**src/rtl/sms_pkg.sv**
```systemverilog
// Shared types and constants for the sorted matrix staircase search block.
// No dependencies; every other file of the block imports this package.
package sms_pkg;

    // Field widths fixed by the item format
    localparam int VALUE_W   = 32;
    localparam int ROW_IDX_W = 4;
    localparam int COL_IDX_W = 4;
    localparam int CNT_W     = 5;

    // Default store size
    localparam int MAX_ROWS_DEF = 16;
    localparam int MAX_COLS_DEF = 16;

    // Configuration port
    localparam int CFG_IDX_W = 1;
    localparam int CFG_DATA_W = CNT_W;
    localparam logic [CFG_IDX_W-1:0] REG_ROWS_IN_USE = 1'b0;
    localparam logic [CFG_IDX_W-1:0] REG_COLS_IN_USE = 1'b1;

    // Item modes
    localparam logic MODE_WRITE  = 1'b0;
    localparam logic MODE_SEARCH = 1'b1;

    // Controller to datapath
    typedef struct packed {
        logic write_en;    // store the accepted element
        logic start;       // load walk origin, read top-right element
        logic step;        // move one place, read next element
        logic found_load;  // capture the walk outcome
        logic found_val;
        logic emit;        // move the outcome into the result register
    } sms_cmd_t;

    // Datapath to controller
    typedef struct packed {
        logic empty;       // no rows or no columns in use
        logic hit;         // current element equals the target
        logic step_off;    // the next move leaves the area in use
        logic out_free;    // result register can take a new item
    } sms_status_t;

endpackage

```
**src/rtl/sms_ctrl.sv**
```systemverilog
// Controller: sequences writes, the staircase walk and the result hand-off.
// Depends on sms_pkg.
module sms_ctrl
    import sms_pkg::*;
(
    input  logic        clk,
    input  logic        rst_n,
    input  logic        req_valid,
    input  logic        req_mode,
    output logic        req_ready,
    input  sms_status_t status,
    output sms_cmd_t    cmd
);

    localparam logic [1:0] ST_IDLE   = 2'd0;
    localparam logic [1:0] ST_WALK   = 2'd1;
    localparam logic [1:0] ST_FINISH = 2'd2;

    logic [1:0] state_reg;
    logic [1:0] state_next;

    always_ff @(posedge clk or negedge rst_n)
    begin
        if (!rst_n)
            state_reg <= ST_IDLE;
        else
            state_reg <= state_next;
    end

    always_comb
    begin
        state_next = state_reg;
        req_ready  = 1'b0;
        cmd        = '0;
        unique case (state_reg)
            ST_IDLE:
            begin
                req_ready = 1'b1;
                if (req_valid)
                begin
                    if (req_mode == MODE_WRITE)
                        cmd.write_en = 1'b1;
                    else if (status.empty)
                    begin
                        cmd.found_load = 1'b1;
                        cmd.found_val  = 1'b0;
                        state_next     = ST_FINISH;
                    end
                    else
                    begin
                        cmd.start  = 1'b1;
                        state_next = ST_WALK;
                    end
                end
            end
            ST_WALK:
            begin
                if (status.hit)
                begin
                    cmd.found_load = 1'b1;
                    cmd.found_val  = 1'b1;
                    state_next     = ST_FINISH;
                end
                else if (status.step_off)
                begin
                    cmd.found_load = 1'b1;
                    cmd.found_val  = 1'b0;
                    state_next     = ST_FINISH;
                end
                else
                    cmd.step = 1'b1;
            end
            ST_FINISH:
            begin
                if (status.out_free)
                begin
                    cmd.emit   = 1'b1;
                    state_next = ST_IDLE;
                end
            end
            default:
                state_next = ST_IDLE;
        endcase
    end

endmodule

```
**config.mk**
```make
export PLATFORM = sky130hd
export DESIGN_NAME = sms_ctrl
export DESIGN_NICKNAME = d
export VERILOG_FILES = /design/src/rtl/sms_pkg.sv /design/src/rtl/sms_ctrl.sv
export SDC_FILE = /design/constraint.sdc
export NUM_CORES = 1
export LEC_CHECK = 0
export BUFFER_PORTS_ARGS = -buffer_cell sky130_fd_sc_hd__buf_2
export CORE_AREA = 2 2 39 41
export CTS_BUF_LIST = sky130_fd_sc_hd__clkbuf_2 sky130_fd_sc_hd__clkbuf_4 sky130_fd_sc_hd__clkbuf_8
export DETAILED_ROUTE_END_ITERATION = 10
export DIE_AREA = 0 0 41 43
export PLACE_DENSITY = 0.42
export SYNTH_ARGS = -nofsm -noshare
export SYNTH_HDL_FRONTEND = slang
export SYNTH_SLANG_ARGS = --single-unit
export TNS_END_PERCENT = 50
```
**constraint.sdc**
```tcl
create_clock -name clk -period 1.5 [get_ports clk]
set_input_delay 0.225 -clock clk [delete_from_list [all_inputs] [get_ports clk]]
set_output_delay 0.225 -clock clk [all_outputs]
set_load 0.02 [all_outputs]
```
==> results of run 1 <==
## cell families (layout without fill, tap and decap cells)
kind of cell | Yosys count | in the layout | synth area share, %
AND/OR/NAND/NOR | 13 | 13 | 51.8
AO/OA/AOI/OAI | 4 | 4 | 13.9
flip-flops | 2 | 2 | 29.2
buffers and inverters | 2 | 19 | 5.10
## path summary, 6_finish.rpt
kind                            cells after the start          from      endpoint  slack [ns]
worst max-delay path                                3  state_reg[0]        cmd[2]        0.03
worst min-delay path                                3     status[3]  state_reg[0]        0.31
worst max register to register                      2  state_reg[0]  state_reg[1]        0.43
worst min register to register                      1  state_reg[1]  state_reg[0]        0.54
max in group asynchronous                           2         rst_n  state_reg[0]        1.07
min in group asynchronous                           2         rst_n  state_reg[1]        0.32
## per-layer routing
layer | wire, um | vias up | part of all wire (%) | track usage, %
li1 | - | 114 | - | -
met1 | 216 | 100 | 40 | 7.72
met2 | 288 | 5 | 53 | 9.69
met3 | 36 | 0 | 6.7 | 2.09
met4 | 0 | 0 | 0 | 8.00
met5 | 0 | - | 0 | 0
## where the power goes
group	total [mW]	switching, mW	internal [mW]
combinational	0.0877	0.0457	0.0420
clock	0.116	0.0277	0.0880
sequential	0.0796	0.0174	0.0622
total	0.283	0.0907	0.192
## worst min-delay path, delay by kind of cell
| kind | cells | cell delay, ns |
|---|---|---|
| AOI/OAI and AO/OA | 1 | 0.06 |
| buffers and inverters | 1 | 0.09 |
| and+or+nand+nor | 1 | 0.11 |
## metrics by stage
step | power (mW) | cell area (sq um) | TNS (ns) | std cells | setup WS [ns]
2_1_floorplan | 0.122 | 171 | 0 | 21 | 0.0193
3_3_place_gp | 0.156 | 256 | 0 | 50 | 0.291
6_report | 0.283 | 305 | 0 | 54 | 0.0277
3_5_place_dp | 0.155 | 256 | 0 | 50 | 0.267
4_1_cts | 0.279 | 289 | 0 | 54 | 0.0237
5_1_grt | 0.304 | 305 | -0.0319 | 54 | -0.0319
## placed cells by master, fill, tap and decap left out, types with 2 or more instances in the layout
master and n:
buf_2 13, clkbuf_4 3, dfrtp_2 2, nor2_1 3, or3b_1 2
## layout make-up
type | instances | area share [%]
multi-input combinational | 17 | 40.6
sequential | 2 | 17.2
inverter | 1 | 1.23
tap | 16 | 6.56
timing repair buffer | 15 | 27.0
clock buffer | 3 | 7.38
## timing repair
action	in CTS	in global routing
hold endpoints to repair	2	0
endpoints found under the setup margin	0	2
resized for setup	0	5
hold buffers	1	0
==> qor.yml, run 1 <==
cts_tree: "built"
place_congestion: 0.685
relSlewSlack_pct: 84.8
grt_start_max_net_pins: 11
async_flop_share_pct: 100
ant_nets: 0
netlist.area_leader.share_pct: 29.2
utilization_pct: 22.1
synth_edf_count: 0
regArea_sq_um: 52.6
num_antenna_cells: 0
largest_reg_flops: 2
hp-class: "input port to flip-flop"
period_minus_slack_ns: 1.47
syn_area_per_cell_sq_um: 8.16
gr-total-overflow: 0
path_buf_inv: 1
cts-root-buf: "clkbuf_4"
max_freq_ghz: 0.679
ys_top_cells_by_area: "dfrtp_1 (29%), or3b_1 (10%), nand4bb_1 (6.6%)"
start_util_pct: 12.4
wire_per_inst_um: 10.0
synth.distinct_cells: 16
grt_usage_pct: 7.13
worst_skew_pair.late_latency_ns: 0.22
end_kind: "output port"
synthCells: 21
cts_buffers: 3
viasPerCell: 4.06
final_max_slew_viol_count: 0
dr.pass1.iters: 2
slowest_delay_ns: 0.46
dieArea_sq_um: 1760
worst_pin_slew_ns: 0.225
cts_max_level: 1
via_count: 219
core_area_sq_um: 1380
syn_area_sq_um: 171
hpwl_um: 409
grt_pass1_vias: 212
synth_fp_nets: 29
clk_path_buf_depth: 2
cp_max_fo: 10
fin_skew_ns: 0.000118
antenna_found_initial: 0
drive_gt1_share_pct: 57.9
max-vdd-ir-drop_mv: 0.215
path_clk_slew_ns: 0.03
fillers: 160
leakagePower_nw: 0.144
rsz0062_at_grt: "yes"
critical-path-top-delay-family: "flip-flops"
worst_ep_required_time_ns: 1.27
drt_drc_violations_left: 0
nNetsFinal: 48
synth_most_common_cell: "nor2_1"
hold_viol: 0
slowest_stage: "dfrtp_2"
routed_wirelength_um: 541
status: "complete, no violations"
setup_viol: 0
port_buffers: 14
grt_pass1_wl_um: 807
first_iter_violations: 1
clock-sinks: 2
cp_cell_sequence: "nand4b_1, a21oi_2, buf_4"
num_rows: 14
p_per_area_nw_per_um2: 927
ys.flop_type: "dfrtp_1"
crit_type: "flip-flop to output port"
cts_setup_buffers: 0
min_period_over_period_pct: 98.2
ys_top_cells_by_count: "nor2_1 (3), a21oi_1 (2), dfrtp_1 (2), or3b_1 (2)"
worst_ep_arrival_time_ns: 1.25
yosysTopAreaCell: "dfrtp_1"
ys_seq_elements: 2
cp-start-kind: "flip-flop"
cap_violations: 0
num_io_pins: 15
area_delta_synth_final_pct: 78.1
holdWs_ns: 0.312
ys_seq_area_share_pct: 29.2
multi_input_area_sq_um: 124
die_y_um: 43
fp.dieW_um: 41
yosys_warnings: 0
Power figures use the tool's default switching activity.
==> inputs of run 2 (changes only) <==
--- a/config.mk
+++ b/config.mk
@@ -5,11 +5,13 @@
 export SDC_FILE = /design/constraint.sdc
 export NUM_CORES = 1
 export LEC_CHECK = 0
+export ABC_AREA = 1
 export BUFFER_PORTS_ARGS = -buffer_cell sky130_fd_sc_hd__buf_2
 export CORE_AREA = 2 2 39 41
 export CTS_BUF_LIST = sky130_fd_sc_hd__clkbuf_2 sky130_fd_sc_hd__clkbuf_4 sky130_fd_sc_hd__clkbuf_8
 export DETAILED_ROUTE_END_ITERATION = 10
 export DIE_AREA = 0 0 41 43
+export GPL_TIMING_DRIVEN = 1
 export PLACE_DENSITY = 0.42
 export SYNTH_ARGS = -nofsm -noshare
 export SYNTH_HDL_FRONTEND = slang
==> run 2 against run 1 <==
Sequential power fell by 9.5%. Non-clock buffer count did not move. Clock skew rose by 0.0012 ns. Fmax rose by 7.6%. Synthesized area rose by 2.9%. Worst hold slack got worse by 0.034 ns. Wire length fell by 18%. Synthesized cell count rose by 43%. Clock power rose by 4%. Worst setup slack improved by 0.10 ns. Cell count rose by 19%. Combinational power rose by 8.1%. Critical path type unchanged. Largest cell class unchanged.
==> qor.yml, run 2 <==
worst_skew_pair.late_latency_ns: 0.23  # was 0.22 ns
ant_nets: 0  # unchanged
cts-root-buf: "clkbuf_4"  # unchanged
fin_skew_ns: 0.00130  # was 0.000118 ns
ys_top_cells_by_count: "nand2_1 (9), inv_1 (6), nor2_1 (5), dfrtp_1 (2), nand3_1 (2)"  # was nor2_1 (3), a21oi_1 (2), dfrtp_1 (2), or3b_1 (2)
core_area_sq_um: 1380  # unchanged
utilization_pct: 21.6  # was 22.1%
start_util_pct: 12.7  # was 12.4%
path_clk_slew_ns: 0.03  # about the same
ys.flop_type: "dfrtp_1"  # unchanged
grt_usage_pct: 5.82  # was 7.13%
nNetsFinal: 58  # was 48
synth_most_common_cell: "nand2_1"  # was nor2_1
drive_gt1_share_pct: 45.8  # was 57.9%
dieArea_sq_um: 1760  # unchanged
clk_path_buf_depth: 2  # unchanged
clock-sinks: 2  # unchanged
max_freq_ghz: 0.731  # was 0.679 GHz
worst_ep_arrival_time_ns: 1.14  # was 1.25 ns
synth_fp_nets: 38  # was 29
routed_wirelength_um: 443  # was 541 um
num_rows: 14  # unchanged
crit-reg2reg-launch: "state_reg[1]"  # was state_reg[0]
largest_reg_flops: 2  # unchanged
placed_cells: 60  # was 50
cp_cell_sequence: "nor2_4, nand2_2, nor2_1, buf_2"  # was nand4b_1, a21oi_2, buf_4
end_kind: "output port"  # unchanged
swShare_pct: 35.2  # was 32.1%
port_buffers: 14  # unchanged
cts_max_level: 1  # unchanged
num_io_pins: 15  # unchanged
via_count: 223  # was 219
area_delta_synth_final_pct: 69.5  # was 78.1%
final_max_slew_viol_count: 0  # unchanged
reg2regPathDepth: 3  # was 2
syn_area_sq_um: 176  # was 171 sq um
max-vdd-ir-drop_mv: 0.148  # was 0.215 mV
worst_pin_slew_ns: 0.215  # was 0.225 ns
cts_setup_buffers: 0  # unchanged
power.switching_uw: 101  # was 90.7 uW
reg2reg_slack_ns: 0.66  # was 0.43 ns
hold_depth: 4  # was 3
cell_internal_pwr_uw: 186  # was 192 uW
synthCells: 30  # was 21
min-delay-start: "status[3]"  # unchanged
grt_pass1_vias: 195  # was 212
finalSetupTns_ns: 0  # unchanged
final_cells: 64  # was 54
dr.pass1.iters: 4  # was 2
slowest_stage: "dfrtp_1"  # was dfrtp_2
syn_area_per_cell_sq_um: 5.88  # was 8.16 sq um
num_antenna_cells: 0  # unchanged
ys_seq_elements: 2  # unchanged
ys_seq_area_share_pct: 28.4  # was 29.2%
r2r-end: "state_reg[0]"  # was state_reg[1]
period_minus_slack_ns: 1.37  # was 1.47 ns
fp.dieW_um: 41  # unchanged
wire_per_inst_um: 6.92  # was 10.0 um
place_congestion: 0.668  # was 0.685
yosys_warnings: 0  # unchanged
min_period_over_period_pct: 91.2  # was 98.2%
leakagePower_nw: 0.195  # was 0.144 nW
yosysTopAreaCell: "dfrtp_1"  # unchanged
holdBufCountCts: 1  # unchanged
layout_common_cells: "buf_2 (14), nand2_1 (9), inv_1 (6)"  # was buf_2 (13), nor2_1 (3), clkbuf_4 (3)
grt_pass1_wl_um: 621  # was 807 um
cts_resized: 0  # unchanged
synth.distinct_cells: 11  # was 16
hpwl_um: 377  # was 409 um
critical-path-top-delay-family: "flip-flops"  # unchanged
cts_buffers: 3  # unchanged
grt_start_max_net_pins: 6  # was 11
relSlewSlack_pct: 85.7  # was 84.8%
cp-start-kind: "flip-flop"  # unchanged
antenna_found_initial: 0  # unchanged
power_frac_comb_pct: 33.0  # was 31.0%
cp_max_fo: 5  # was 10
slowest_delay_ns: 0.43  # was 0.46 ns
setup_viol: 0  # unchanged
status: "complete, no violations"  # unchanged
async_flop_share_pct: 100  # unchanged
cap_violations: 0  # unchanged
layout_commonest_cell: "buf_2"  # unchanged
first_iter_violations: 4  # was 1
gr-total-overflow: 0  # unchanged
path_buf_inv: 1  # unchanged
ys_top_cells_by_area: "dfrtp_1 (28%), nand2_1 (19%), inv_1 (13%)"  # was dfrtp_1 (29%), or3b_1 (10%), nand4bb_1 (6.6%)
crit_type: "flip-flop to output port"  # unchanged
seqPwrFrac_pct: 25.0  # was 28.1%
worst_ep_required_time_ns: 1.27  # about the same
cts_tree: "built"  # unchanged
min_to: "state_reg[0]"  # unchanged
hold_viol: 0  # unchanged
p_per_area_nw_per_um2: 961  # was 927 nW/um^2
synth_edf_count: 0  # unchanged
rsz0062_at_grt: "no"  # was yes
drt_drc_violations_left: 0  # unchanged
fillers: 166  # was 160
die_y_um: 43  # unchanged
hp-class: "input port to flip-flop"  # unchanged
netlist.area_leader.share_pct: 28.4  # was 29.2%
clkPwrFrac_pct: 42.0  # was 40.9%
viasPerCell: 3.48  # was 4.06
## run 2: final cells by class
| class | count | area (sq um) | area share, % |
|---|---|---|---|
| multi-input cells | 21 | 100 | 33.5 |
| flip-flops and latches | 2 | 50.0 | 16.7 |
| well taps | 16 | 20.0 | 6.69 |
| clock buffers | 3 | 22.5 | 7.53 |
| repair buffers | 15 | 80.1 | 26.8 |
| inverters | 7 | 26.3 | 8.79 |
## run 2: power groups by stage
stage	combinational [mW]	clock (mW)	sequential, mW
final	0.0948	0.121	0.0720
after global routing	0.104	0.124	0.0726
after CTS	0.0964	0.127	0.0721
after detailed placement	0.0941	0	0.0726
after global placement	0.0948	0	0.0724
after floorplan	0.0616	0	0.0715
## run 2: cell families after synthesis
kind of cell	share of synthesized area, %
buffers and inverters	14.9
DFF	28.4
AOI/OAI and AO/OA	4.97
and+or+nand+nor	51.8
## run 2: worst max path at each step
stage | start | to | cells after the start
5_1_grt | state_reg[1] | cmd[4] | 4
3_5_place_dp | state_reg[1] | cmd[4] | 4
3_3_place_gp | state_reg[1] | cmd[4] | 4
4_1_cts | state_reg[1] | cmd[4] | 4
6_report | state_reg[1] | cmd[4] | 4
2_1_floorplan | state_reg[1] | cmd[4] | 3
## run 2: routing by layer
metal	global-route usage [%]	wire length, um	up-vias
met5	0	0	-
met4	8.00	14	0
met3	3.14	30	2
met2	7.19	221	9
met1	5.47	176	88
li1	-	-	124
## run 2: through the flow
stage	setup slack, ns	power (mW)	cell area [sq um]	hold slack [ns]
global placement	0.377	0.167	267	0.0142
global route	0.0646	0.301	299	0.307
CTS	0.107	0.296	299	0.273
finish	0.132	0.287	299	0.279
detailed placement	0.352	0.167	267	0.0144
floorplan	0.258	0.133	176	-0.0706
## run 2: worst register-to-register path: stages (launching register included)
cell	delay, ns
dfrtp_1	0.43
nor2_4	0.17
nand2_2	0.07
o21ai_2	0.10
==> inputs of run 3 (changes only) <==
--- a/config.mk
+++ b/config.mk
@@ -7,12 +7,14 @@
 export LEC_CHECK = 0
 export ABC_AREA = 1
 export BUFFER_PORTS_ARGS = -buffer_cell sky130_fd_sc_hd__buf_2
+export CELL_PAD_IN_SITES_DETAIL_PLACEMENT = 1
+export CELL_PAD_IN_SITES_GLOBAL_PLACEMENT = 1
 export CORE_AREA = 2 2 39 41
 export CTS_BUF_LIST = sky130_fd_sc_hd__clkbuf_2 sky130_fd_sc_hd__clkbuf_4 sky130_fd_sc_hd__clkbuf_8
 export DETAILED_ROUTE_END_ITERATION = 10
 export DIE_AREA = 0 0 41 43
 export GPL_TIMING_DRIVEN = 1
-export PLACE_DENSITY = 0.42
+export PLACE_DENSITY = 0.57
 export SYNTH_ARGS = -nofsm -noshare
 export SYNTH_HDL_FRONTEND = slang
 export SYNTH_SLANG_ARGS = --single-unit
==> constraint.sdc (replaced) <==
create_clock -name clk -period 1.5 [get_ports clk]
set_input_delay 0.3 -clock clk [delete_from_list [all_inputs] [get_ports clk]]
set_output_delay 0.3 -clock clk [all_outputs]
set_load 0.02 [all_outputs]
==> run 3 against run 2 <==
Non-clock buffer count unchanged. Utilization increased by 0.27 points. Sequential share of layout area is 0.21 points higher. Via count grew 4.9%. Critical path depth unchanged. Wire length up 12%. Critical endpoint is now cmd[3].
==> qor.yml, run 3 (same netlist as run 2, synthesis figures left out) <==
routed_wirelength_um: 494  # was 443 um
port_buffers: 14  # unchanged
core_area_sq_um: 1380  # unchanged
cp_max_fo: 5  # unchanged
cts_max_level: 1  # unchanged
fin_area_sq_um: 303  # was 299 sq um
wire_per_inst_um: 7.72  # was 6.92 um
max_freq_ghz: 0.712  # was 0.731 GHz
gr-total-overflow: 0  # unchanged
dp_worst_setup_slack_ns: 0.288  # was 0.352 ns
grt_start_max_net_pins: 6  # unchanged
max-vdd-ir-drop_mv: 0.264  # was 0.148 mV
worst_skew_pair.late_latency_ns: 0.23  # about the same
period_minus_slack_ns: 1.41  # was 1.37 ns
p_per_area_nw_per_um2: 965  # was 961 nW/um^2
relSlewSlack_pct: 90.4  # was 85.7%
setup_viol: 0  # unchanged
grt_pass1_vias: 250  # was 195
layout_common_cells: "buf_2 (13), nand2_1 (9), inv_1 (6)"  # was buf_2 (14), nand2_1 (9), inv_1 (6)
worst_ep_arrival_time_ns: 1.11  # was 1.14 ns
min_period_over_period_pct: 93.7  # was 91.2%
rsz0062_at_grt: "yes"  # was no
fin_skew_ns: 0.00104  # was 0.00130 ns
path_clk_slew_ns: 0.03  # about the same
ant_nets: 0  # unchanged
nNetsFinal: 58  # unchanged
finalSetupTns_ns: 0  # unchanged
hp-class: "input port to flip-flop"  # unchanged
worst_slack_ns: 0.0948  # was 0.132 ns
cts_buffers: 3  # unchanged
num_antenna_cells: 0  # unchanged
cts-root-buf: "clkbuf_4"  # unchanged
utilization_pct: 21.9  # was 21.6%
drt_drc_violations_left: 0  # unchanged
cts_setup_buffers: 0  # unchanged
worst_pin_slew_ns: 0.145  # was 0.215 ns
dieArea_sq_um: 1760  # unchanged
dr.pass1.iters: 2  # was 4
final_max_slew_viol_count: 0  # unchanged
end_kind: "output port"  # unchanged
drive_gt1_share_pct: 47.9  # was 45.8%
layout_commonest_cell: "buf_2"  # unchanged
grt_usage_pct: 8.24  # was 5.82%
grt_pass1_wl_um: 910  # was 621 um
worst_ep_required_time_ns: 1.20  # was 1.27 ns
clk_path_buf_depth: 2  # unchanged
num_io_pins: 15  # unchanged
fp.dieW_um: 41  # unchanged
area_delta_synth_final_pct: 71.6  # was 69.5%
first_iter_violations: 1  # was 4
cp-start-kind: "flip-flop"  # unchanged
hold_viol: 0  # unchanged
die_y_um: 43  # unchanged
via_count: 234  # was 223
num_rows: 14  # unchanged
dpl-instance-area_sq_um: 267  # unchanged
clock-sinks: 2  # unchanged
place_congestion: 0.623  # was 0.668
viasPerCell: 3.66  # was 3.48
cap_violations: 0  # unchanged
hpwl_um: 422  # was 377 um
power.total_uw: 292  # was 287 uW
antenna_found_initial: 0  # unchanged
cts_tree: "built"  # unchanged
start_util_pct: 12.7  # unchanged
status: "complete, no violations"  # unchanged
crit_type: "flip-flop to output port"  # unchanged
leakagePower_nw: 0.194  # was 0.195 nW
largest_reg_flops: 2  # unchanged
==> run 3: cell counts in the layout (fill, tap and decap cells not counted) <==
No cell type changed its count.
==> run 3: cell type report <==
type / count / area, sq um
clock buffer: 3 / 22.5
fill: 187 / 1080
inverter: 7 / 26.3
multi-input combinational: 21 / 100
sequential: 2 / 51.3
tap: 16 / 20.0
timing repair buffer: 15 / 82.6
==> run 3: worst max-delay path: stages (launching register included) <==
cell and delay (ns):
dfrtp_2 0.44, nor2_2 0.14, nand2_1 0.09, inv_1 0.06, buf_2 0.15
==> run 3: through the flow <==
| stage | std cells | hold WS [ns] |
|---|---|---|
| global placement | 60 | 0.0906 |
| floorplan | 30 | 0.00441 |
| finish | 64 | 0.357 |
| detailed placement | 60 | 0.0896 |
| CTS | 64 | 0.352 |
| global route | 64 | 0.353 |
==> run 3: worst paths after layout <==
| check | startpoint | to | slack (ns) | cells after the start |
|---|---|---|---|---|
| hold / removal | status[3] | state_reg[0] | 0.36 | 4 |
| hold reg to reg | state_reg[0] | state_reg[0] | 0.61 | 3 |
| max in group asynchronous | rst_n | state_reg[1] | 1.00 | 2 |
| min in group asynchronous | rst_n | state_reg[0] | 0.39 | 2 |
| setup reg to reg | state_reg[0] | state_reg[1] | 0.69 | 4 |
| setup / recovery | state_reg[1] | cmd[3] | 0.09 | 4 |
==> run 3: report_power, final <==
part | internal [mW] | switching, mW
logic | 0.0373 | 0.0584
registers | 0.0619 | 0.0115
clock network | 0.0887 | 0.0343
total | 0.188 | 0.104
==> run 3: per-layer routing <==
metal	part of all wire [%]	GRT usage (%)
met1	44	9.35
met3	7.1	4.71
met4	0	8.00
met2	49	10.0
met5	0	0
==> run 3: repair_timing <==
action	CTS	global route
resized for setup	0	2
endpoints found under the setup margin	0	4
endpoints found under the hold margin	2	0
hold buffers	1	0
